==> src/rtl/icre_pkg.sv <==
package icre_pkg;

  localparam int MAX_DIM    = 256;
  localparam int PIXEL_BITS = 24;
  localparam int DIM_BITS   = $clog2(MAX_DIM);
  localparam int SIZE_BITS  = DIM_BITS + 1;
  localparam int ADDR_BITS  = 2 * DIM_BITS;
  localparam int CFG_BITS   = SIZE_BITS;
  localparam int IDX_BITS   = 3;

  typedef logic [DIM_BITS-1:0]   dim_t;
  typedef logic [SIZE_BITS-1:0]  size_t;
  typedef logic [ADDR_BITS-1:0]  addr_t;
  typedef logic [PIXEL_BITS-1:0] pixel_t;

  typedef enum logic {
    OP_LOAD  = 1'b0,
    OP_FETCH = 1'b1
  } op_t;

  typedef enum logic {
    MODE_CROP   = 1'b0,
    MODE_ROTATE = 1'b1
  } mode_t;

  typedef enum logic [IDX_BITS-1:0] {
    CFG_IMAGE_WIDTH  = 3'd0,
    CFG_IMAGE_HEIGHT = 3'd1,
    CFG_MODE         = 3'd2,
    CFG_CROP_X       = 3'd3,
    CFG_CROP_Y       = 3'd4,
    CFG_CROP_WIDTH   = 3'd5,
    CFG_CROP_HEIGHT  = 3'd6
  } cfg_idx_t;

  // sizes kept as clamped last index
  typedef struct packed {
    mode_t mode;
    dim_t  crop_x;
    dim_t  crop_y;
    dim_t  img_w_m1;
    dim_t  img_h_m1;
    dim_t  crop_w_m1;
    dim_t  crop_h_m1;
  } cfg_t;

  typedef struct packed {
    dim_t out_col;
    dim_t out_row;
    logic row_end;
    logic image_end;
    logic bounds_error;
  } meta_t;

  // zero acts as one, above max acts as max
  function automatic dim_t size_to_last(input size_t v);
    dim_t res;
    if (v == '0) begin
      res = '0;
    end else if (v > size_t'(MAX_DIM)) begin
      res = dim_t'(MAX_DIM - 1);
    end else begin
      res = dim_t'(v - size_t'(1));
    end
    return res;
  endfunction

endpackage

==> src/rtl/icre_addr_gen.sv <==
module icre_addr_gen
  import icre_pkg::*;
(
  input  logic  clk,
  input  logic  rst_n,
  input  logic  accept,
  input  op_t   op,
  input  cfg_t  cfg,
  output logic  mem_we,
  output logic  mem_re,
  output addr_t mem_addr,
  output meta_t meta
);

  dim_t load_row_r, load_col_r, emit_row_r, emit_col_r;
  dim_t load_row_nxt, load_col_nxt, emit_row_nxt, emit_col_nxt;

  logic            fetch;
  logic [DIM_BITS:0] crop_sr, crop_sc;
  logic            err;
  dim_t            src_row, src_col;
  dim_t            ow_m1, oh_m1;
  logic            load_rend, load_iend, emit_rend, emit_iend;

  assign fetch = (op == OP_FETCH);

  always_comb begin
    crop_sr = {1'b0, cfg.crop_y} + {1'b0, emit_row_r};
    crop_sc = {1'b0, cfg.crop_x} + {1'b0, emit_col_r};
    if (cfg.mode == MODE_CROP) begin
      err     = (crop_sr > {1'b0, cfg.img_h_m1}) || (crop_sc > {1'b0, cfg.img_w_m1});
      src_row = crop_sr[DIM_BITS-1:0];
      src_col = crop_sc[DIM_BITS-1:0];
      ow_m1   = cfg.crop_w_m1;
      oh_m1   = cfg.crop_h_m1;
    end else begin
      err     = (emit_col_r > cfg.img_h_m1) || (emit_row_r > cfg.img_w_m1);
      src_row = cfg.img_h_m1 - emit_col_r;
      src_col = emit_row_r;
      ow_m1   = cfg.img_h_m1;
      oh_m1   = cfg.img_w_m1;
    end
  end

  // raster advance, counters past the end count as at the end
  always_comb begin
    load_rend    = (load_col_r >= cfg.img_w_m1);
    load_iend    = load_rend && (load_row_r >= cfg.img_h_m1);
    emit_rend    = (emit_col_r >= ow_m1);
    emit_iend    = emit_rend && (emit_row_r >= oh_m1);
    load_row_nxt = load_row_r;
    load_col_nxt = load_col_r;
    emit_row_nxt = emit_row_r;
    emit_col_nxt = emit_col_r;
    if (accept && !fetch) begin
      load_col_nxt = load_rend ? '0 : load_col_r + dim_t'(1);
      if (load_rend) begin
        load_row_nxt = load_iend ? '0 : load_row_r + dim_t'(1);
      end
    end
    if (accept && fetch) begin
      emit_col_nxt = emit_rend ? '0 : emit_col_r + dim_t'(1);
      if (emit_rend) begin
        emit_row_nxt = emit_iend ? '0 : emit_row_r + dim_t'(1);
      end
    end
  end

  always_ff @(posedge clk) begin
    if (!rst_n) begin
      load_row_r <= '0;
      load_col_r <= '0;
      emit_row_r <= '0;
      emit_col_r <= '0;
    end else begin
      load_row_r <= load_row_nxt;
      load_col_r <= load_col_nxt;
      emit_row_r <= emit_row_nxt;
      emit_col_r <= emit_col_nxt;
    end
  end

  assign mem_we   = accept && !fetch;
  assign mem_re   = accept && fetch;
  assign mem_addr = fetch ? {src_row, src_col} : {load_row_r, load_col_r};

  assign meta.out_col      = emit_col_r;
  assign meta.out_row      = emit_row_r;
  assign meta.row_end      = emit_rend;
  assign meta.image_end    = emit_iend;
  assign meta.bounds_error = err;

endmodule

==> config.mk <==
export PLATFORM = sky130hd
export DESIGN_NAME = icre_addr_gen
export DESIGN_NICKNAME = d
export VERILOG_FILES = /design/src/rtl/icre_pkg.sv /design/src/rtl/icre_addr_gen.sv
export SDC_FILE = /design/constraint.sdc
export NUM_CORES = 1
export LEC_CHECK = 0
export ABC_CLOCK_PERIOD_IN_PS = 5600
export BUFFER_PORTS_ARGS = -buffer_cell sky130_fd_sc_hd__buf_2
export CORE_MARGIN = 2
export CORE_UTILIZATION = 40
export DETAILED_ROUTE_END_ITERATION = 10
export GPL_ROUTABILITY_DRIVEN = 0
export PLACE_DENSITY = 0.72
export SETUP_SLACK_MARGIN = 0.4
export SKIP_LAST_GASP = 1
export SLEW_MARGIN = 20
export SYNTH_ARGS = -nofsm -noshare
export SYNTH_HDL_FRONTEND = slang
export SYNTH_SLANG_ARGS = --single-unit
export TNS_END_PERCENT = 20
==> constraint.sdc <==
create_clock -name clk -period 5.6 [get_ports clk]
set_input_delay 0.84 -clock clk [delete_from_list [all_inputs] [get_ports clk]]
set_output_delay 0.84 -clock clk [all_outputs]
set_load 0.02 [all_outputs]
After elaboration in Yosys (flattened, before gate mapping)
Cells that the tools add are included.
- output and inout bits: 37
- bits of input ports: 53
- bits in registers: 32
- reductions and logical operators: 9
- multiplexer cells: 10
- order comparisons: 8
- add/subtract/negate cells: 7
- operator list (cell ; count):
    $mux 8 ; 8
    $add 8x1->8 const B ; 4
    $ge 8x8->1 ; 4
    $add 8x8->9 ; 2
    $gt 9x8->1 ; 2
    $gt 8x8->1 ; 2
    $mux 16 ; 1
    $sub 8x8->8 ; 1
    $logic_and 1x1->1 ; 4
    $reduce_and 2->1 ; 2
    $logic_or 1x1->1 ; 2
    $logic_not 1->1 ; 1
    $mux 1 ; 1

Logic depth before layout (Yosys ltp)
- depth in word-level cells: 4
- depth in mapped cells: 13

Least setup slack after synthesis
OpenSTA, ideal clock, no wires.
- kind: input port to output port
- from: input cfg[32] (netlist name)
- to: output meta[0] (netlist name)
- arrival time: 3300 ps
- data required time: 4760 ps
- setup slack: 1460 ps
- cell stages on the path: 13
- buffers on the path: 1
- path through: ha_1 fa_1 a211oi_1 o21bai_1 a21oi_1 xnor2_1 ha_1 nand4_1 o221ai_1 a31oi_1 nand4b_1 o31a_1 buf_4
- longest elaborated chain between the ends: 4
- RTL lines (what ; line ; text):
    start, declared ; icre_addr_gen.sv:8 ; input cfg_t cfg,
    $add 8x8->9 ; icre_addr_gen.sv:28 ; crop_sr = {1'b0, cfg.crop_y} + {1'b0, emit_row_r};
    $gt 9x8->1 ; icre_addr_gen.sv:31 ; err = (crop_sr > {1'b0, cfg.img_h_m1}) || (crop_sc > {1'b0, cfg.img_w_m1});
    $logic_or 1x1->1 ; icre_addr_gen.sv:31 ;
    $mux 1 ; icre_addr_gen.sv:30 ; if (cfg.mode == MODE_CROP) begin
    end, declared ; icre_addr_gen.sv:12 ; output meta_t meta
Every way passes these cells.

==> out/qor.txt <==
Seq/Total Area, Yosys - 15.28%
1st-pass router iterations - 4
Worst EP arrival - 3.73 ns
synth top area cells - ha_1, dfxtp_1, xnor2_1, mux2i_1, a21oi_1
syn_area_per_cell - 8.126 sq um
setup TNS - 0 ns
most frequent cell after synthesis - ha_1
TritonCTS Buffers - 5
root buffer cell - clkbuf_8
FF/Latch Area - 640.6 sq um
Die ar. - 11,320 sq um
met2 global-route usage - 39.06%
P per Cell Area - 132.5 nW/um^2
Max-cap violations - 0
share of cells above drive strength 1 - 18.20%
Placed Instances - 727
Hold Crit Depth - 2
Slew @ Worst Pin - 0.8789 ns
Power, Total - 0.6382 mW
post-route clock period utilization - 81.57%
CP endpoint kind - output port
fillcell total - 1,002
Max FO, Critical Path - 3
io pins - 90
PortBufs - 89
WS Path Type - input pin to output port
H-tree depth - 2
Placed Area - 4726 sq um
Net Count, Synth - 656
synthesis-stage register bit count - 32
Area Overhead vs Synth - 14.86%
Distinct cells, synth - 58
Slew Viols, Final - 0
worst r2r src - emit_col_r[0]$_SDFFE_PN0P_
Yosys top cell area share - 25.07%
Most used DFF post-synth - dfxtp_1
VDD IR-drop max - 0.00005961 V
num rows - 37
1st-iter DRT viols - 247
fin area - 4816 sq um
fin nets - 738
Post-Syn Instances - 516
clock latency on the worst-skew pair - 0.29 ns
drt drc - 0
hold path start - load_col_r[7]$_SDFFE_PN0P_
Worst R2R Path Depth - 8
largest net degree at the start of global routing - 38
Hold Vio Cnt, Final - 0
area leader, netlist - ha_1
total gr overflow - 0
Final Skew - 0.005138 ns
reg2reg setup slack - 2.90 ns
Hold Crit Class - register to register
met3 Use GR - 2.023%
Routed WL - 12,180 um
antenna-violating nets left - 0
Ant. Diodes - 0
Worst Path Required - 4.76 ns
CP delay by family, top - compound AO/OA/AOI/OAI gates
Slowest-stage cell, CP - fa_1
Slew HR - 41.29%
Post-synth top cells - ha_1, nor2_1, a21oi_1
initial core utilization - 40.98%
core area - 10,230 sq um
Max Clock Freq - 0.2189 GHz
routing usage on met1 - 27.94%
Post-Syn Area - 4193 sq um
fraction of registers with async set/reset - 0%
FF-to-FF End - emit_row_r[0]$_SDFFE_PN0P_
Tot GR Track Use - 21.90%
GRT busiest layer - met2
Finish-stage setup viols - 0
post-cts resize count - 0
slowest stage delay, CP - 0.43 ns
Syn. warnings - 0
TritonCTS clock tree - built
CTS sink count - 32
status - complete, no violations
# Post-CTS Setup Buffers - 0
clk slew on worst S/H paths - 0.07 ns
RSZ-0062 raised after global routing - no
post-DR wirelength/cell - 16.57 um
first-pass GRT wire length - 19,820 um
vias in the first global route - 3,995
detailed placer's ending HPWL - 9748 um
multi-input logic area - 3338 sq um
via/cell ratio - 5.629
clock tree buffer depth - 2
Die W - 106.4 um
critical path, cell by cell - buf_2 > ha_1 > fa_1 > a211oi_1 > o21bai_1 > a21oi_1 > xnor2_1 > ha_1 > nand4_1 > o221ai_1 > a31oi_1 > nand4b_1 > o31a_1 > buf_2
Startpoint Class - input pin
leakage power - 2.299 nW
total number of vias - 4,137
initial antenna violation count - 0
post-layout min period - 4.568 ns
hold-fix buffers at CTS - 0
hold endpoint - load_col_r[7]$_SDFFE_PN0P_
final non-filler cell total - 735
die span in y - 106.4 um
Post-synth EDFFs - 0
CP Buf/Inv Count - 2
[through the flow]
| stage | worst slack [ns] | hold slack, ns | utilization [%] |
|---|---|---|---|
| CTS | 1.070 | 0.5550 | 47.07 |
| global placement | 1.164 | 0.5299 | 46.19 |
| detailed placement | 1.064 | 0.5313 | 46.19 |
| floorplan | 1.460 | 0.5021 | - |
| global route | 0.8617 | 0.6056 | 47.07 |
| finish | 1.032 | 0.5529 | 47.07 |
[power breakdown]
| part | total (mW) | internal, mW | switching, mW |
|---|---|---|---|
| logic | 0.213 | 0.0874 | 0.126 |
| clock network | 0.190 | 0.100 | 0.0896 |
| registers | 0.235 | 0.230 | 0.00547 |
| total | 0.638 | 0.417 | 0.221 |
[per-layer routing]
layer  wire length, um  share of wire, %
met1              5522                45
met2              5985                49
met3               477               3.9
met4               195               1.6
met5                 0                 0
[worst min-delay path, cell delays in order, from the launching register on]
cell and delay [ns]:
dfxtp_1 0.36, xnor2_1 0.08, nor2_1 0.07
[cell families (layout without fill, tap and decap cells)]
| group | Yosys count | after routing | share of synthesized area, % |
|---|---|---|---|
| and+or+nand+nor | 146 | 146 | 17.04 |
| AOI/OAI and AO/OA | 140 | 140 | 22.26 |
| adders and majority gates | 87 | 87 | 26.50 |
| buffers and inverters | 49 | 132 | 5.103 |
| xor gates and xnor gates | 35 | 35 | 7.311 |
| DFF | 32 | 32 | 15.28 |
| muxes | 27 | 27 | 6.505 |
[layout make-up]
type | count | area share (%)
Timing Repair Buffer | 89 | 9.249
Tap cell | 136 | 3.533
Clock buffer | 8 | 1.871
Inverter | 35 | 2.728
Sequential cell | 32 | 13.30
Multi-Input combinational cell | 435 | 69.32
[how the worst max path moves through the flow]
stage,startpoint,endpoint,depth (start not counted)
5_1_grt,cfg[32],meta[0],14
2_1_floorplan,cfg[32],meta[0],13
6_report,cfg[32],meta[0],14
3_3_place_gp,cfg[32],meta[0],14
3_5_place_dp,cfg[32],meta[0],14
4_1_cts,cfg[32],meta[0],14
[layout by cell type, fill, tap and decap left out, drive strengths merged, types with 14 or more instances in the layout]
cell type   n
nand4      18
nand2      25
buf        89
xnor2      29
o21ai      26
nand3      14
a21oi      44
nor2       56
ha         84
dfxtp      32
mux2i      25
inv        35
[registers in the layout (all words and copies together) (netlist names)]
| name | count |
|---|---|
| load_row_r | 8 |
| emit_row_r | 8 |
| load_col_r | 8 |
| emit_col_r | 8 |
Note: power is estimated with default switching activity, not from simulation.
