[config.mk]
export PLATFORM = sky130hd
export DESIGN_NAME = icre_cfg_regs
export DESIGN_NICKNAME = d
export VERILOG_FILES = /design/src/rtl/icre_pkg.sv /design/src/rtl/icre_cfg_regs.sv
export SDC_FILE = /design/constraint.sdc
export NUM_CORES = 1
export LEC_CHECK = 0
export ABC_CLOCK_PERIOD_IN_PS = 1570
export BUFFER_PORTS_ARGS = -buffer_cell sky130_fd_sc_hd__buf_2
export CELL_PAD_IN_SITES_DETAIL_PLACEMENT = 0
export CELL_PAD_IN_SITES_GLOBAL_PLACEMENT = 2
export CORE_MARGIN = 2
export CORE_UTILIZATION = 29
export DETAILED_ROUTE_END_ITERATION = 16
export GPL_ROUTABILITY_DRIVEN = 0
export GPL_TIMING_DRIVEN = 0
export PLACE_DENSITY = 0.87
export SETUP_SLACK_MARGIN = 0.5
export SLEW_MARGIN = 20
export SYNTH_ARGS = -nofsm -noshare
export SYNTH_HDL_FRONTEND = slang
export SYNTH_SLANG_ARGS = --single-unit
[constraint.sdc]
create_clock -name clk -period 1.57 [get_ports clk]
set_input_delay 0.0785 -clock clk [delete_from_list [all_inputs] [get_ports clk]]
set_output_delay 0.0785 -clock clk [all_outputs]
set_load 0.05 [all_outputs]
[src/rtl/icre_pkg.sv]
package icre_pkg;

  localparam int MAX_DIM    = 256;
  localparam int PIXEL_BITS = 24;
  localparam int DIM_BITS   = $clog2(MAX_DIM);
  localparam int SIZE_BITS  = DIM_BITS + 1;
  localparam int ADDR_BITS  = 2 * DIM_BITS;
  localparam int CFG_BITS   = SIZE_BITS;
  localparam int IDX_BITS   = 3;

  typedef logic [DIM_BITS-1:0]   dim_t;
  typedef logic [SIZE_BITS-1:0]  size_t;
  typedef logic [ADDR_BITS-1:0]  addr_t;
  typedef logic [PIXEL_BITS-1:0] pixel_t;

  typedef enum logic {
    OP_LOAD  = 1'b0,
    OP_FETCH = 1'b1
  } op_t;

  typedef enum logic {
    MODE_CROP   = 1'b0,
    MODE_ROTATE = 1'b1
  } mode_t;

  typedef enum logic [IDX_BITS-1:0] {
    CFG_IMAGE_WIDTH  = 3'd0,
    CFG_IMAGE_HEIGHT = 3'd1,
    CFG_MODE         = 3'd2,
    CFG_CROP_X       = 3'd3,
    CFG_CROP_Y       = 3'd4,
    CFG_CROP_WIDTH   = 3'd5,
    CFG_CROP_HEIGHT  = 3'd6
  } cfg_idx_t;

  // sizes kept as clamped last index
  typedef struct packed {
    mode_t mode;
    dim_t  crop_x;
    dim_t  crop_y;
    dim_t  img_w_m1;
    dim_t  img_h_m1;
    dim_t  crop_w_m1;
    dim_t  crop_h_m1;
  } cfg_t;

  typedef struct packed {
    dim_t out_col;
    dim_t out_row;
    logic row_end;
    logic image_end;
    logic bounds_error;
  } meta_t;

  // zero acts as one, above max acts as max
  function automatic dim_t size_to_last(input size_t v);
    dim_t res;
    if (v == '0) begin
      res = '0;
    end else if (v > size_t'(MAX_DIM)) begin
      res = dim_t'(MAX_DIM - 1);
    end else begin
      res = dim_t'(v - size_t'(1));
    end
    return res;
  endfunction

endpackage

[src/rtl/icre_cfg_regs.sv]
module icre_cfg_regs
  import icre_pkg::*;
(
  input  logic                clk,
  input  logic                rst_n,
  input  logic                cfg_we,
  input  logic [IDX_BITS-1:0] cfg_index,
  input  logic [CFG_BITS-1:0] cfg_data,
  output cfg_t                cfg
);

  cfg_t cfg_r;
  cfg_t cfg_nxt;

  always_comb begin
    cfg_nxt = cfg_r;
    if (cfg_we) begin
      case (cfg_idx_t'(cfg_index))
        CFG_IMAGE_WIDTH:  cfg_nxt.img_w_m1  = size_to_last(size_t'(cfg_data));
        CFG_IMAGE_HEIGHT: cfg_nxt.img_h_m1  = size_to_last(size_t'(cfg_data));
        CFG_MODE:         cfg_nxt.mode      = mode_t'(cfg_data[0]);
        CFG_CROP_X:       cfg_nxt.crop_x    = cfg_data[DIM_BITS-1:0];
        CFG_CROP_Y:       cfg_nxt.crop_y    = cfg_data[DIM_BITS-1:0];
        CFG_CROP_WIDTH:   cfg_nxt.crop_w_m1 = size_to_last(size_t'(cfg_data));
        CFG_CROP_HEIGHT:  cfg_nxt.crop_h_m1 = size_to_last(size_t'(cfg_data));
        default:          cfg_nxt = cfg_r;
      endcase
    end
  end

  always_ff @(posedge clk) begin
    if (!rst_n) begin
      cfg_r.mode      <= MODE_CROP;
      cfg_r.crop_x    <= '0;
      cfg_r.crop_y    <= '0;
      cfg_r.img_w_m1  <= dim_t'(MAX_DIM - 1);
      cfg_r.img_h_m1  <= dim_t'(MAX_DIM - 1);
      cfg_r.crop_w_m1 <= dim_t'(MAX_DIM - 1);
      cfg_r.crop_h_m1 <= dim_t'(MAX_DIM - 1);
    end else begin
      cfg_r <= cfg_nxt;
    end
  end

  assign cfg = cfg_r;

endmodule

# Word-level counts from Yosys, hierarchy flattened
# Cells that the tools add are included.
[totals]
regBits = 49
in_bits = 15
output_inout_bits = 49
word_cells = 26
[classes]
addsub = 1
magnitude_cmp = 1
eq_ne = 6
muxes = 2
n_reduce_logical = 9
[ops]
columns = ["cell", "n"]
rows = [
  ["$mux 8", 2],
  ["$reduce_and 2->1", 7],
  ["$eq 3x3->1 const B", 3],
  ["$gt 9x9->1 const B", 1],
  ["$logic_not 9->1", 1],
  ["$sub 8x1->8 const B", 1],
  ["$eq 3x2->1 const B", 2],
  ["$eq 3x1->1 const B", 1],
  ["$logic_not 3->1", 1],
]

# Depth between registers and ports, before layout
# Gate-level depths: netlist of the first run.
[logic_depth]
word_depth = 3
depth_mapped = 7
mapped_depth_nobuf = 6

# Least setup slack after synthesis of the first run
# OpenSTA, ideal clock, no wires.
[synth_timing]
kind = "input port to flip-flop"
startpoint = "input port cfg_data[0]"
endpoint = "register cfg_r, in the netlist cfg[19]"
setup_time_ns = 0.133
arrival_ns = 1.254
required_ns = 1.437
slack_ns = 0.183
path_stages = 6
path_buffers = 0
cell_sequence = "inv_1 ha_1 nor3b_2 a21boi_2 a2111oi_0 o21ai_1"
[synth_via]
elab_chain_len = 3
word_cells_on_any_way = 5
cone_classes = "add/sub: 1; order compare: 1; mux: 2; reduce/logical: 1"
[synth_rtl]
columns = ["item", "line", "text"]
rows = [
  ["start, declared", "icre_cfg_regs.sv:8", "input logic [CFG_BITS-1:0] cfg_data,"],
  ["$sub 8x1->8 / $gt 9x9->1 (equally long branches)", "icre_pkg.sv:63, icre_pkg.sv:60", ""],
  ["$mux 8", "icre_pkg.sv:60", "end else if (v > size_t'(MAX_DIM)) begin"],
  ["$mux 8 *", "icre_pkg.sv:58", "if (v == '0) begin"],
  ["end signal, assigned", "icre_cfg_regs.sv:41", "cfg_r <= cfg_nxt;"],
  ["end, declared", "icre_cfg_regs.sv:12", "cfg_t cfg_r;"],
]
# Every way passes the cells marked *; elsewhere a longest branch is shown, timed or not.
# A chain may end at the register's enable or synchronous reset.

# Final worst setup path of the first run
[layout_timing]
startpoint = "input port cfg_data[0]"
endpoint = "register cfg_r, in the netlist cfg[3]"
[layout_via]
elab_chain_len = 3
word_cells_on_any_way = 5
cone_classes = "add/sub: 1; order compare: 1; mux: 2; reduce/logical: 1"
[layout_rtl]
columns = ["item", "line"]
rows = [
  ["$sub 8x1->8 / $gt 9x9->1 (equally long branches)", "icre_pkg.sv:63, icre_pkg.sv:60"],
  ["$mux 8", "icre_pkg.sv:60"],
  ["$mux 8 *", "n/a"],
]
# Marks and branches as above.

==> results of run 1 <==
## final cells by class
class,count,share of cell area
Buffer,18,0.0398
Timing Repair Buffer,78,0.151
Multi-Input combinational cell,180,0.424
Clock inverter,1,0.00928
Clock buffer,7,0.0267
Sequential cell,49,0.303
Inverter,3,0.00812
Tap cell,99,0.0383
## power groups by stage
| stage | combinational (W) | sequential, W | clock, W |
|---|---|---|---|
| after floorplan | 0.000162 | 0.00144 | 0 |
| after global placement | 0.000396 | 0.00132 | 0 |
| after detailed placement | 0.000401 | 0.00132 | 0 |
| after CTS | 0.000466 | 0.00129 | 0.000960 |
| after global routing | 0.000536 | 0.00130 | 0.00101 |
| final | 0.000501 | 0.00129 | 0.000939 |
## kinds of logic after synthesis
kind of cell | after synthesis
AO/OA/AOI/OAI | 67
XOR/XNOR | 2
adder cells (fa/ha/maj) | 2
buffers and inverters | 21
flip-flops | 49
multiplexers | 1
AND/OR/NAND/NOR | 108
## routing by layer
layer	wire length (um)	share of wire
met1	2990	0.47
met4	65	0.010
met3	378	0.059
met5	0	0
met2	2980	0.46
## synthesized netlist by cell type, drive strengths merged (2+ instances only)
cell	count	share of area
nand2	64	0.11
dfxtp	49	0.45
a21boi	18	0.064
o311ai	16	0.065
clkbuf	15	0.026
nor2	15	0.026
o211ai	8	0.028
o21ai	6	0.014
nand3	5	0.012
a2111oi	4	0.016
a22oi	4	0.014
nand4b	4	0.016
o22ai	4	0.012
and3	3	0.0087
buf	3	0.011
inv	3	0.0052
nor4b	3	0.012
a21oi	2	0.0046
and4b	2	0.0093
ha	2	0.012
nor2b	2	0.0058
nor3	2	0.0069
xor2	2	0.0081
## path summary, 6_finish.rpt
path	startpoint	endpoint	cells after the start
setup / recovery	cfg_data[0]	cfg[3]	9
hold / removal	cfg_data[3]	cfg[35]	3
setup reg to reg	cfg[21]	cfg[21]	2
hold reg to reg	cfg[33]	cfg[33]	2
## worst reg2reg max path: stages, from the launching register on
cell and delay (ns):
dfxtp_1 0.32, o22ai_1 0.18, a22oi_1 0.09
## what timing repair did
action                                  in CTS  in global routing
pin swaps                                   17                 10
buffers inserted                            10                  6
hold buffers                                 0                  0
gates cloned                                 1                  0
gates resized for setup                     50                 36
endpoints found under the setup margin      36                 40
## metrics by stage
step	utilization	std cells	cell area (um^2)	hold WS [ns]
after CTS	0.421	429	3060	0.0554
final	0.446	435	3240	0.0533
after floorplan	-	250	2230	0.223
after global routing	0.446	435	3240	0.0522
after detailed placement	0.366	410	2660	0.388
after global placement	0.366	410	2660	0.372
==> metrics.json, run 1 <==
{
  "run_status": {"value": "finished, final reports clean"},
  "via_count_of_the_first_global_routing_pass": {"value": 2030},
  "crit_chain": {"value": "buf_12 -> inv_8 -> ha_4 -> nor3b_4 -> buf_6 -> a21boi_4 -> buf_12 -> a2111oi_4 -> o21ai_1"},
  "cellLeakagePower": {"value": 1.31, "unit": "nW"},
  "core_area": {"value": 7250, "unit": "um^2"},
  "worstPathRequired": {"value": 1.74, "unit": "ns"},
  "swShare": {"value": 0.281},
  "worst-path-max-fanout": {"value": 5},
  "number_of_enable_flip_flop_cells_after_synthesis": {"value": 0},
  "power_frac_comb": {"value": 0.183},
  "gr-usage-all-layers": {"value": 0.159},
  "nNetsFinal": {"value": 352},
  "hpwl": {"value": 4570, "unit": "um"},
  "syn-num-nets": {"value": 267},
  "largest_register_ff_count": {"value": 49},
  "global_route.overflow_total": {"value": 0},
  "slew-limit-headroom": {"value": 0.618},
  "cts_num_sinks": {"value": 49},
  "tritoncts_clock_tree": {"value": "yes"},
  "postSynthRegisterBits": {"value": 49},
  "drt_pass_1_iters": {"value": 4},
  "setup_viols_final": {"value": 0},
  "cap_violations": {"value": 0},
  "grt_setup_unrepaired": {"value": "true"},
  "synth_ff_type": {"value": "dfxtp_1"},
  "placement.io_buffers": {"value": 61},
  "async_flop_share": {"value": 0},
  "end_kind": {"value": "flop"},
  "finalSetupTns": {"value": 0, "unit": "ns"},
  "floorplan.initialDensity": {"value": 0.298},
  "ir_worst_vdd": {"value": 345, "unit": "uV"},
  "synth_compound_gate_area_share": {"value": 0.236},
  "worst_slew_pin_slew": {"value": 0.572, "unit": "ns"},
  "grtUsageMet1": {"value": 0.208},
  "initialDrtViolationCount": {"value": 63},
  "number_of_antenna_violations_at_the_first_check_in_global_routing": {"value": 0},
  "synthXorXnorAreaFrac": {"value": 0.00810},
  "die_width": {"value": 90.4, "unit": "um"},
  "power.share.clock": {"value": 0.344},
  "clock_transition_at_the_registers_of_the_reported_paths": {"value": 0.09, "unit": "ns"},
  "placementRows": {"value": 31},
  "wl_per_cell": {"value": 14.7, "unit": "um"},
  "worst-setup-path-type": {"value": "in2reg"},
  "final_max_slew_viol_count": {"value": 0},
  "critical_path.max_stage_delay": {"value": 0.23, "unit": "ns"},
  "drive_gt1_frac": {"value": 0.408},
  "wirelength": {"value": 6420, "unit": "um"},
  "final_critical_period": {"value": 1.09, "unit": "ns"},
  "worstHoldPathType": {"value": "in2reg"},
  "sequentialPowerShare": {"value": 0.473},
  "min_period_over_period": {"value": 0.697},
  "number_of_filler_cells_placed_in_the_layout": {"value": 703},
  "worst-r2r-setup-slack": {"value": 0.85, "unit": "ns"},
  "grt_max_degree": {"value": 15},
  "die_height": {"value": 90.4, "unit": "um"},
  "synthAdderAreaFrac": {"value": 0.0116},
  "worstSkewPairLatency": {"value": 0.30, "unit": "ns"},
  "layout_commonest_cell": {"value": "nand2_1"},
  "yosys.area_share.simple": {"value": 0.244},
  "synth_warnings": {"value": 0},
  "syn_area": {"value": 2160, "unit": "um^2"},
  "largest_family_of_logic_cells_by_synthesized_area": {"value": "simple AND/OR/NAND/NOR gates"},
  "cp.arrival": {"value": 1.27, "unit": "ns"},
  "multiInputGateArea": {"value": 1370, "unit": "um^2"},
  "cts_inserted_buffers": {"value": 5},
  "upper_clock_frequency_limit": {"value": 914, "unit": "MHz"},
  "cp_slowest_cell": {"value": "nor3b_4"},
  "ctsHtreeMaxLevel": {"value": 2},
  "vias_per_cell": {"value": 5.03},
  "clock-skew-final": {"value": 0, "unit": "ns"},
  "cp_num_buf_inv": {"value": 4},
  "synth.lib_cells_used.distinct": {"value": 44},
  "die_area": {"value": 8170, "unit": "um^2"},
  "post-layout-total-power": {"value": 0.00273, "unit": "W"},
  "p_int": {"value": 0.00196, "unit": "W"},
  "met2_usage": {"value": 0.261},
  "synth.yosys.seq_area_share": {"value": 0.453},
  "synthesis_to_layout_area_growth": {"value": 49.6, "unit": "%"},
  "synthMuxAreaShare": {"value": 0.00463},
  "post_synth.cell_area_avg": {"value": 8.65, "unit": "um^2"},
  "antennaDiodeCount": {"value": 0},
  "global_route.usage.met3": {"value": 0.0426},
  "fin_ws": {"value": 0.476, "unit": "ns"},
  "start_kind": {"value": "input port"},
  "place_ws": {"value": -0.360, "unit": "ns"},
  "drc": {"value": 0},
  "most-common-layout-cells": {"value": "nand2_1, buf_2, dfxtp_1, a21boi_0, buf_4"},
  "timing.critical_path.mode_cell": {"value": "buf_12"},
  "io-pin-count": {"value": 64},
  "detailroute.via_count": {"value": 2188},
  "global_route_wire_length_before_repair": {"value": 10500, "unit": "um"},
  "final-hold-violation-count": {"value": 0},
  "number_of_standard_cells_after_synthesis": {"value": 250},
  "grt_most_used_layer": {"value": "met2"},
  "seq_area": {"value": 981, "unit": "um^2"},
  "cts-root-to-sink-buffers": {"value": 2},
  "clock_tree.root_cell": {"value": "clkbuf_8"},
  "path_delay_family": {"value": "buffers and inverters"},
  "power_density_cells": {"value": 844, "unit": "nW/um^2"},
  "switching_power": {"value": 0.000769, "unit": "W"},
  "detail-route-antenna-nets": {"value": 0}
}
Power figures use the tool's default switching activity.
==> run 2, diff against run 1 <==
--- a/config.mk
+++ b/config.mk
@@ -5,16 +5,17 @@
 export SDC_FILE = /design/constraint.sdc
 export NUM_CORES = 1
 export LEC_CHECK = 0
-export ABC_CLOCK_PERIOD_IN_PS = 1570
+export ABC_AREA = 1
+export ABC_CLOCK_PERIOD_IN_PS = 900
 export BUFFER_PORTS_ARGS = -buffer_cell sky130_fd_sc_hd__buf_2
 export CELL_PAD_IN_SITES_DETAIL_PLACEMENT = 0
 export CELL_PAD_IN_SITES_GLOBAL_PLACEMENT = 2
 export CORE_MARGIN = 2
-export CORE_UTILIZATION = 29
+export CORE_UTILIZATION = 25
 export DETAILED_ROUTE_END_ITERATION = 16
 export GPL_ROUTABILITY_DRIVEN = 0
 export GPL_TIMING_DRIVEN = 0
-export PLACE_DENSITY = 0.87
+export PLACE_DENSITY = 0.84
 export SETUP_SLACK_MARGIN = 0.5
 export SLEW_MARGIN = 20
 export SYNTH_ARGS = -nofsm -noshare
==> constraint.sdc (replaced) <==
create_clock -name clk -period 0.9 [get_ports clk]
set_input_delay 0.045 -clock clk [delete_from_list [all_inputs] [get_ports clk]]
set_output_delay 0.045 -clock clk [all_outputs]
set_load 0.05 [all_outputs]
==> metrics.json, run 2 <==
{
  "post-synth-top-area-cell": {"value": "dfxtp_1"},
  "grt_max_degree": {"value": 16},
  "setup_viols_final": {"value": 0},
  "final-hold-violation-count": {"value": 0},
  "detail-route-antenna-nets": {"value": 0},
  "worstPathRequired": {"value": 1.10, "unit": "ns"},
  "worstSkewPairLatency": {"value": 0.30, "unit": "ns"},
  "synthesis_to_layout_area_growth": {"value": 102, "unit": "%"},
  "postSynthRegisterBits": {"value": 49},
  "initialDrtViolationCount": {"value": 74},
  "slew-limit-headroom": {"value": 0.674},
  "hp-start": {"value": "cfg_data[2]"},
  "final_max_slew_viol_count": {"value": 0},
  "timing.reg2reg.worst_path_depth": {"value": 3},
  "die_area": {"value": 8870, "unit": "um^2"},
  "cellLeakagePower": {"value": 1.56, "unit": "nW"},
  "core_area": {"value": 7810, "unit": "um^2"},
  "io-pin-count": {"value": 64},
  "swShare": {"value": 0.324},
  "number_of_enable_flip_flop_cells_after_synthesis": {"value": 0},
  "cap_violations": {"value": 0},
  "tritoncts_clock_tree": {"value": "yes"},
  "synth.top_cells.by_count": {"value": "a21oi_1, dfxtp_1, nand2_1"},
  "drc": {"value": 0},
  "via_count_of_the_first_global_routing_pass": {"value": 2149},
  "upper_clock_frequency_limit": {"value": 1150, "unit": "MHz"},
  "wl_per_cell": {"value": 14.4, "unit": "um"},
  "post-layout-total-power": {"value": 0.00471, "unit": "W"},
  "grt_setup_unrepaired": {"value": "true"},
  "die_height": {"value": 94.2, "unit": "um"},
  "postLayoutCoreUtil": {"value": 0.526},
  "worst-path-max-fanout": {"value": 8},
  "cts-root-to-sink-buffers": {"value": 2},
  "start_kind": {"value": "input port"},
  "regToRegEndpoint": {"value": "cfg[5]"},
  "post_synth.cell_area_avg": {"value": 7.61, "unit": "um^2"},
  "holdPathStages": {"value": 3},
  "number_of_antenna_violations_at_the_first_check_in_global_routing": {"value": 0},
  "worst-setup-path-type": {"value": "in2reg"},
  "async_flop_share": {"value": 0},
  "antennaDiodeCount": {"value": 0},
  "power_frac_comb": {"value": 0.247},
  "clock_tree.root_cell": {"value": "clkbuf_8"},
  "layout_commonest_cell": {"value": "buf_8"},
  "number_of_standard_cells_after_synthesis": {"value": 267},
  "ir_worst_vdd": {"value": 622, "unit": "uV"},
  "power.share.clock": {"value": 0.281},
  "end_kind": {"value": "flop"},
  "syn-num-nets": {"value": 284},
  "synth_ff_type": {"value": "dfxtp_1"},
  "syn_area": {"value": 2030, "unit": "um^2"},
  "placement.io_buffers": {"value": 63},
  "most_area_consuming_cells_after_synthesis": {"value": "dfxtp_1, a21oi_1, nand2_1"},
  "fin_ws": {"value": 0.0290, "unit": "ns"},
  "clock_transition_at_the_registers_of_the_reported_paths": {"value": 0.09, "unit": "ns"},
  "drt_pass_1_iters": {"value": 4},
  "hpwl": {"value": 4560, "unit": "um"},
  "cp.arrival": {"value": 1.07, "unit": "ns"},
  "power_density_cells": {"value": 1150, "unit": "nW/um^2"},
  "r2r_start": {"value": "cfg[5]"},
  "synth.yosys.seq_area_share": {"value": 0.483},
  "sequentialPowerShare": {"value": 0.472},
  "cts_num_sinks": {"value": 49},
  "synth_warnings": {"value": 0},
  "run_status": {"value": "finished, final reports clean"},
  "p_int": {"value": 0.00318, "unit": "W"},
  "min_period_over_period": {"value": 0.968},
  "clock-skew-final": {"value": 0, "unit": "ns"},
  "synth.lib_cells_used.distinct": {"value": 17},
  "placementRows": {"value": 32},
  "drive_gt1_frac": {"value": 0.680},
  "worst_slew_pin_slew": {"value": 0.488, "unit": "ns"},
  "min_to": {"value": "cfg[34]"},
  "layout.cell_area.non_filler": {"value": 4110, "unit": "um^2"},
  "detailroute.via_count": {"value": 2215},
  "most-common-layout-cells": {"value": "buf_8, dfxtp_4, a21oi_1, nand2_1, nand3_2"},
  "nNetsFinal": {"value": 388},
  "gr-usage-all-layers": {"value": 0.156},
  "floorplan.initialDensity": {"value": 0.260},
  "place_ws": {"value": -0.471, "unit": "ns"},
  "wirelength": {"value": 6820, "unit": "um"},
  "largest_register_ff_count": {"value": 49},
  "netlist.area_leader.share": {"value": 0.483},
  "die_width": {"value": 94.2, "unit": "um"},
  "ctsHtreeMaxLevel": {"value": 2},
  "switching_power": {"value": 0.00153, "unit": "W"},
  "global_route.overflow_total": {"value": 0},
  "cts_inserted_buffers": {"value": 5},
  "vias_per_cell": {"value": 4.67},
  "final_critical_period": {"value": 0.871, "unit": "ns"},
  "worstHoldPathType": {"value": "in2reg"},
  "global_route_wire_length_before_repair": {"value": 10800, "unit": "um"},
  "dpl_cell_area": {"value": 2760, "unit": "um^2"},
  "worst-r2r-setup-slack": {"value": 0.12, "unit": "ns"},
  "final.hold.worst_slack": {"value": 0.00815, "unit": "ns"}
}
==> run 2: metal layers <==
metal,track usage,vias up,part of all wire
met1,0.207,1074,0.45
met4,0.0399,0,0.0089
met3,0.0257,4,0.037
li1,-,1097,-
met2,0.263,40,0.50
met5,0,-,0
==> run 2: power groups by stage <==
stage          clock network [W]  registers (W)  logic, W
2_1_floorplan                  0        0.00252  0.000281
3_3_place_gp                   0        0.00224  0.000774
3_5_place_dp                   0        0.00224  0.000778
4_1_cts                  0.00137        0.00223   0.00109
5_1_grt                  0.00144        0.00224   0.00123
6_report                 0.00132        0.00223   0.00116
==> run 2: worst max path at each step <==
stage	startpoint	to	slack, ns	cells past startpoint
2_1_floorplan	cfg_data[0]	cfg[18]	-0.07	7
3_3_place_gp	cfg_data[0]	cfg[2]	-0.45	8
3_5_place_dp	cfg_data[0]	cfg[12]	-0.47	8
4_1_cts	cfg_data[0]	cfg[18]	0.02	9
5_1_grt	cfg_data[0]	cfg[23]	-0.03	8
6_report	cfg_data[0]	cfg[23]	0.03	8
==> run 2: metrics by stage <==
| stage | TNS (ns) | std cells |
|---|---|---|
| after floorplan | -1.59 | 267 |
| after global placement | -13.27 | 432 |
| after detailed placement | -14.13 | 432 |
| after CTS | 0 | 458 |
| after global routing | -0.182 | 474 |
| final | 0 | 474 |
==> run 2: repair_timing <==
action / CTS / global route
gates cloned: 3 / 3
setup endpoints to repair: 98 / 98
resized for setup: 224 / 47
pin swaps: 12 / 25
hold buffers: 0 / 0
setup buffers: 15 / 13
endpoints found under the hold margin: 0 / 0
==> run 2: cells by family (layout without fill, tap and decap cells) <==
group / Yosys count / count (layout) / synth area share
adder cells (fa/ha/maj): 2 / 2 / 0.0123
flip-flops: 49 / 49 / 0.483
AO/OA/AOI/OAI: 69 / 69 / 0.177
AND/OR/NAND/NOR: 107 / 108 / 0.248
buffers and inverters: 39 / 143 / 0.0751
XOR/XNOR: 1 / 1 / 0.00431
==> run 2: critical path, cell delays in order <==
cell	delay, ns
buf_8	0.10
clkinvlp_4	0.11
ha_4	0.16
buf_6	0.09
nand4_4	0.20
clkbuf_16	0.24
nand3_2	0.07
nand2_1	0.04
==> run 2: final cells by class <==
class	count	area, um^2
fillers	722	3700
repair buffers	96	1200
well taps	102	128
clock buffers	6	72.6
clock inverters	2	15.0
plain buffers	9	81.3
flip-flops and latches	49	1160
multi-input cells	180	1300
inverters	30	146
==> run 3, diff against run 2 <==
--- a/config.mk
+++ b/config.mk
@@ -11,12 +11,13 @@
 export CELL_PAD_IN_SITES_DETAIL_PLACEMENT = 0
 export CELL_PAD_IN_SITES_GLOBAL_PLACEMENT = 2
 export CORE_MARGIN = 2
-export CORE_UTILIZATION = 25
+export CORE_UTILIZATION = 26
+export CTS_BUF_LIST = sky130_fd_sc_hd__clkbuf_8
 export DETAILED_ROUTE_END_ITERATION = 16
 export GPL_ROUTABILITY_DRIVEN = 0
 export GPL_TIMING_DRIVEN = 0
-export PLACE_DENSITY = 0.84
-export SETUP_SLACK_MARGIN = 0.5
+export PLACE_DENSITY_LB_ADDON = 0.1
+export SETUP_SLACK_MARGIN = 0.2
 export SLEW_MARGIN = 20
 export SYNTH_ARGS = -nofsm -noshare
 export SYNTH_HDL_FRONTEND = slang
==> metrics.json, run 3 (same netlist as run 2, synthesis figures left out) <==
{
  "cts_num_sinks": {"value": 49},
  "largest_register_ff_count": {"value": 49},
  "worstHoldPathType": {"value": "in2reg"},
  "cts_inserted_buffers": {"value": 5},
  "cts.hold.buffers_added": {"value": 0},
  "placementRows": {"value": 32},
  "nNetsFinal": {"value": 379},
  "layout_commonest_cell": {"value": "buf_8"},
  "clock-skew-final": {"value": 0, "unit": "ns"},
  "final_critical_period": {"value": 0.904, "unit": "ns"},
  "layout.cell_area.non_filler": {"value": 3860, "unit": "um^2"},
  "setup_viols_final": {"value": 1},
  "cp.arrival": {"value": 0.86, "unit": "ns"},
  "power_density_cells": {"value": 1250, "unit": "nW/um^2"},
  "drc": {"value": 0},
  "grt_setup_unrepaired": {"value": "true"},
  "die_height": {"value": 92.4, "unit": "um"},
  "clock_tree.root_cell": {"value": "clkbuf_8"},
  "critical_path.max_stage_delay": {"value": 0.38, "unit": "ns"},
  "min_period_over_period": {"value": 1.00},
  "antennaDiodeCount": {"value": 0},
  "slew-limit-headroom": {"value": 0.614},
  "global_route_wire_length_before_repair": {"value": 10700, "unit": "um"},
  "detail-route-antenna-nets": {"value": 0},
  "dpl_cell_area": {"value": 2610, "unit": "um^2"},
  "vias_per_cell": {"value": 4.54},
  "tritoncts_clock_tree": {"value": "yes"},
  "most-common-layout-cells": {"value": "buf_8, a21oi_1, nand2_1, dfxtp_2, nand3_2"},
  "worst-setup-path-type": {"value": "reg2out"},
  "path_delay_family": {"value": "flip-flops"},
  "floorplan.initialDensity": {"value": 0.266},
  "gr-usage-all-layers": {"value": 0.160},
  "worstPathRequired": {"value": 0.85, "unit": "ns"},
  "crit_chain": {"value": "buf_6"},
  "failing_checks": {"value": "negative setup slack"},
  "grt_max_degree": {"value": 16},
  "start_kind": {"value": "flop"},
  "worst_slew_pin_slew": {"value": 0.579, "unit": "ns"},
  "core_area": {"value": 7650, "unit": "um^2"},
  "cp_num_buf_inv": {"value": 1},
  "hpwl": {"value": 4570, "unit": "um"},
  "die_area": {"value": 8540, "unit": "um^2"},
  "cellLeakagePower": {"value": 1.49, "unit": "nW"},
  "clock_transition_at_the_registers_of_the_reported_paths": {"value": 0.09, "unit": "ns"},
  "number_of_antenna_violations_at_the_first_check_in_global_routing": {"value": 0},
  "ctsHtreeMaxLevel": {"value": 2},
  "drive_gt1_frac": {"value": 0.603},
  "cts-root-to-sink-buffers": {"value": 2},
  "via_count_of_the_first_global_routing_pass": {"value": 2063},
  "final-hold-violation-count": {"value": 0},
  "final_max_slew_viol_count": {"value": 0},
  "cp_slowest_cell": {"value": "dfxtp_1"},
  "detailroute.via_count": {"value": 2109},
  "wirelength": {"value": 6790, "unit": "um"},
  "end_kind": {"value": "output port"},
  "run_status": {"value": "complete, but fails checks"},
  "synthesis_to_layout_area_growth": {"value": 90.0, "unit": "%"},
  "cap_violations": {"value": 0},
  "ir_worst_vdd": {"value": 501, "unit": "uV"},
  "placement.io_buffers": {"value": 63},
  "fin_ws": {"value": -0.00399, "unit": "ns"},
  "upper_clock_frequency_limit": {"value": 1110, "unit": "MHz"},
  "wl_per_cell": {"value": 14.6, "unit": "um"},
  "io-pin-count": {"value": 64},
  "initialDrtViolationCount": {"value": 65},
  "drt_pass_1_iters": {"value": 4},
  "post-layout-total-power": {"value": 0.00482, "unit": "W"},
  "worstSkewPairLatency": {"value": 0.30, "unit": "ns"},
  "die_width": {"value": 92.4, "unit": "um"},
  "global_route.overflow_total": {"value": 0},
  "worst-path-max-fanout": {"value": 2}
}
[run 3: layout make-up]
type,count,area [um^2]
well taps,102,128
flip-flops and latches,49,1080
fillers,754,3790
multi-input cells,179,1230
clock buffers,6,82.6
plain buffers,9,86.3
repair buffers,88,1090
inverters,30,151
clock inverters,2,13.8
[run 3: power by group]
part           switching, W  total (W)  internal, W  leakage (nW)
clock network      0.000780    0.00141     0.000625        0.0512
registers         0.0000686    0.00229      0.00223         0.398
logic              0.000668    0.00112     0.000448          1.04
total               0.00152    0.00482      0.00330          1.49
[run 3: worst register-to-register path, delay by kind of cell, from the launching register on]
kind	cells	cell delay [ns]
AO/OA/AOI/OAI	1	0.13
buffers and inverters	1	0.13
flip-flops	1	0.34
AND/OR/NAND/NOR	1	0.07
[run 3: metal layers]
metal  global-route usage  wire (um)  up-vias
met4               0.0373         60        0
met5                    0          0        -
met2                0.250       3090       45
li1                     -          -     1075
met3               0.0309        227        5
met1                0.227       3410      984
[run 3: worst paths after layout]
path              cells after the start  slack [ns]        start  endpoint
setup / recovery                      1      -0.004       cfg[2]    cfg[2]
setup reg to reg                      3        0.14      cfg[28]   cfg[28]
hold reg to reg                       2        0.46      cfg[46]   cfg[46]
hold / removal                        3        0.02  cfg_data[3]   cfg[35]
[run 3: repair_timing]
item | CTS | global route
endpoints found under the setup margin | 83 | 89
gates resized for setup | 246 | 26
setup buffers | 9 | 13
endpoints found under the hold margin | 0 | 0
cloned | 0 | 3
pin swaps | 13 | 18
[run 3: metrics by stage]
step                hold WS, ns  utilization  instances  setup slack (ns)  TNS [ns]
floorplan                 0.163            -        267           -0.0705     -1.62
global placement          0.344        0.341        432            -0.537    -15.13
detailed placement        0.343        0.341        432            -0.541    -15.46
CTS                      0.0288        0.472        449           -0.0138   -0.0420
global route             0.0268        0.505        465           -0.0489    -0.308
finish                   0.0189        0.505        465          -0.00399  -0.00399
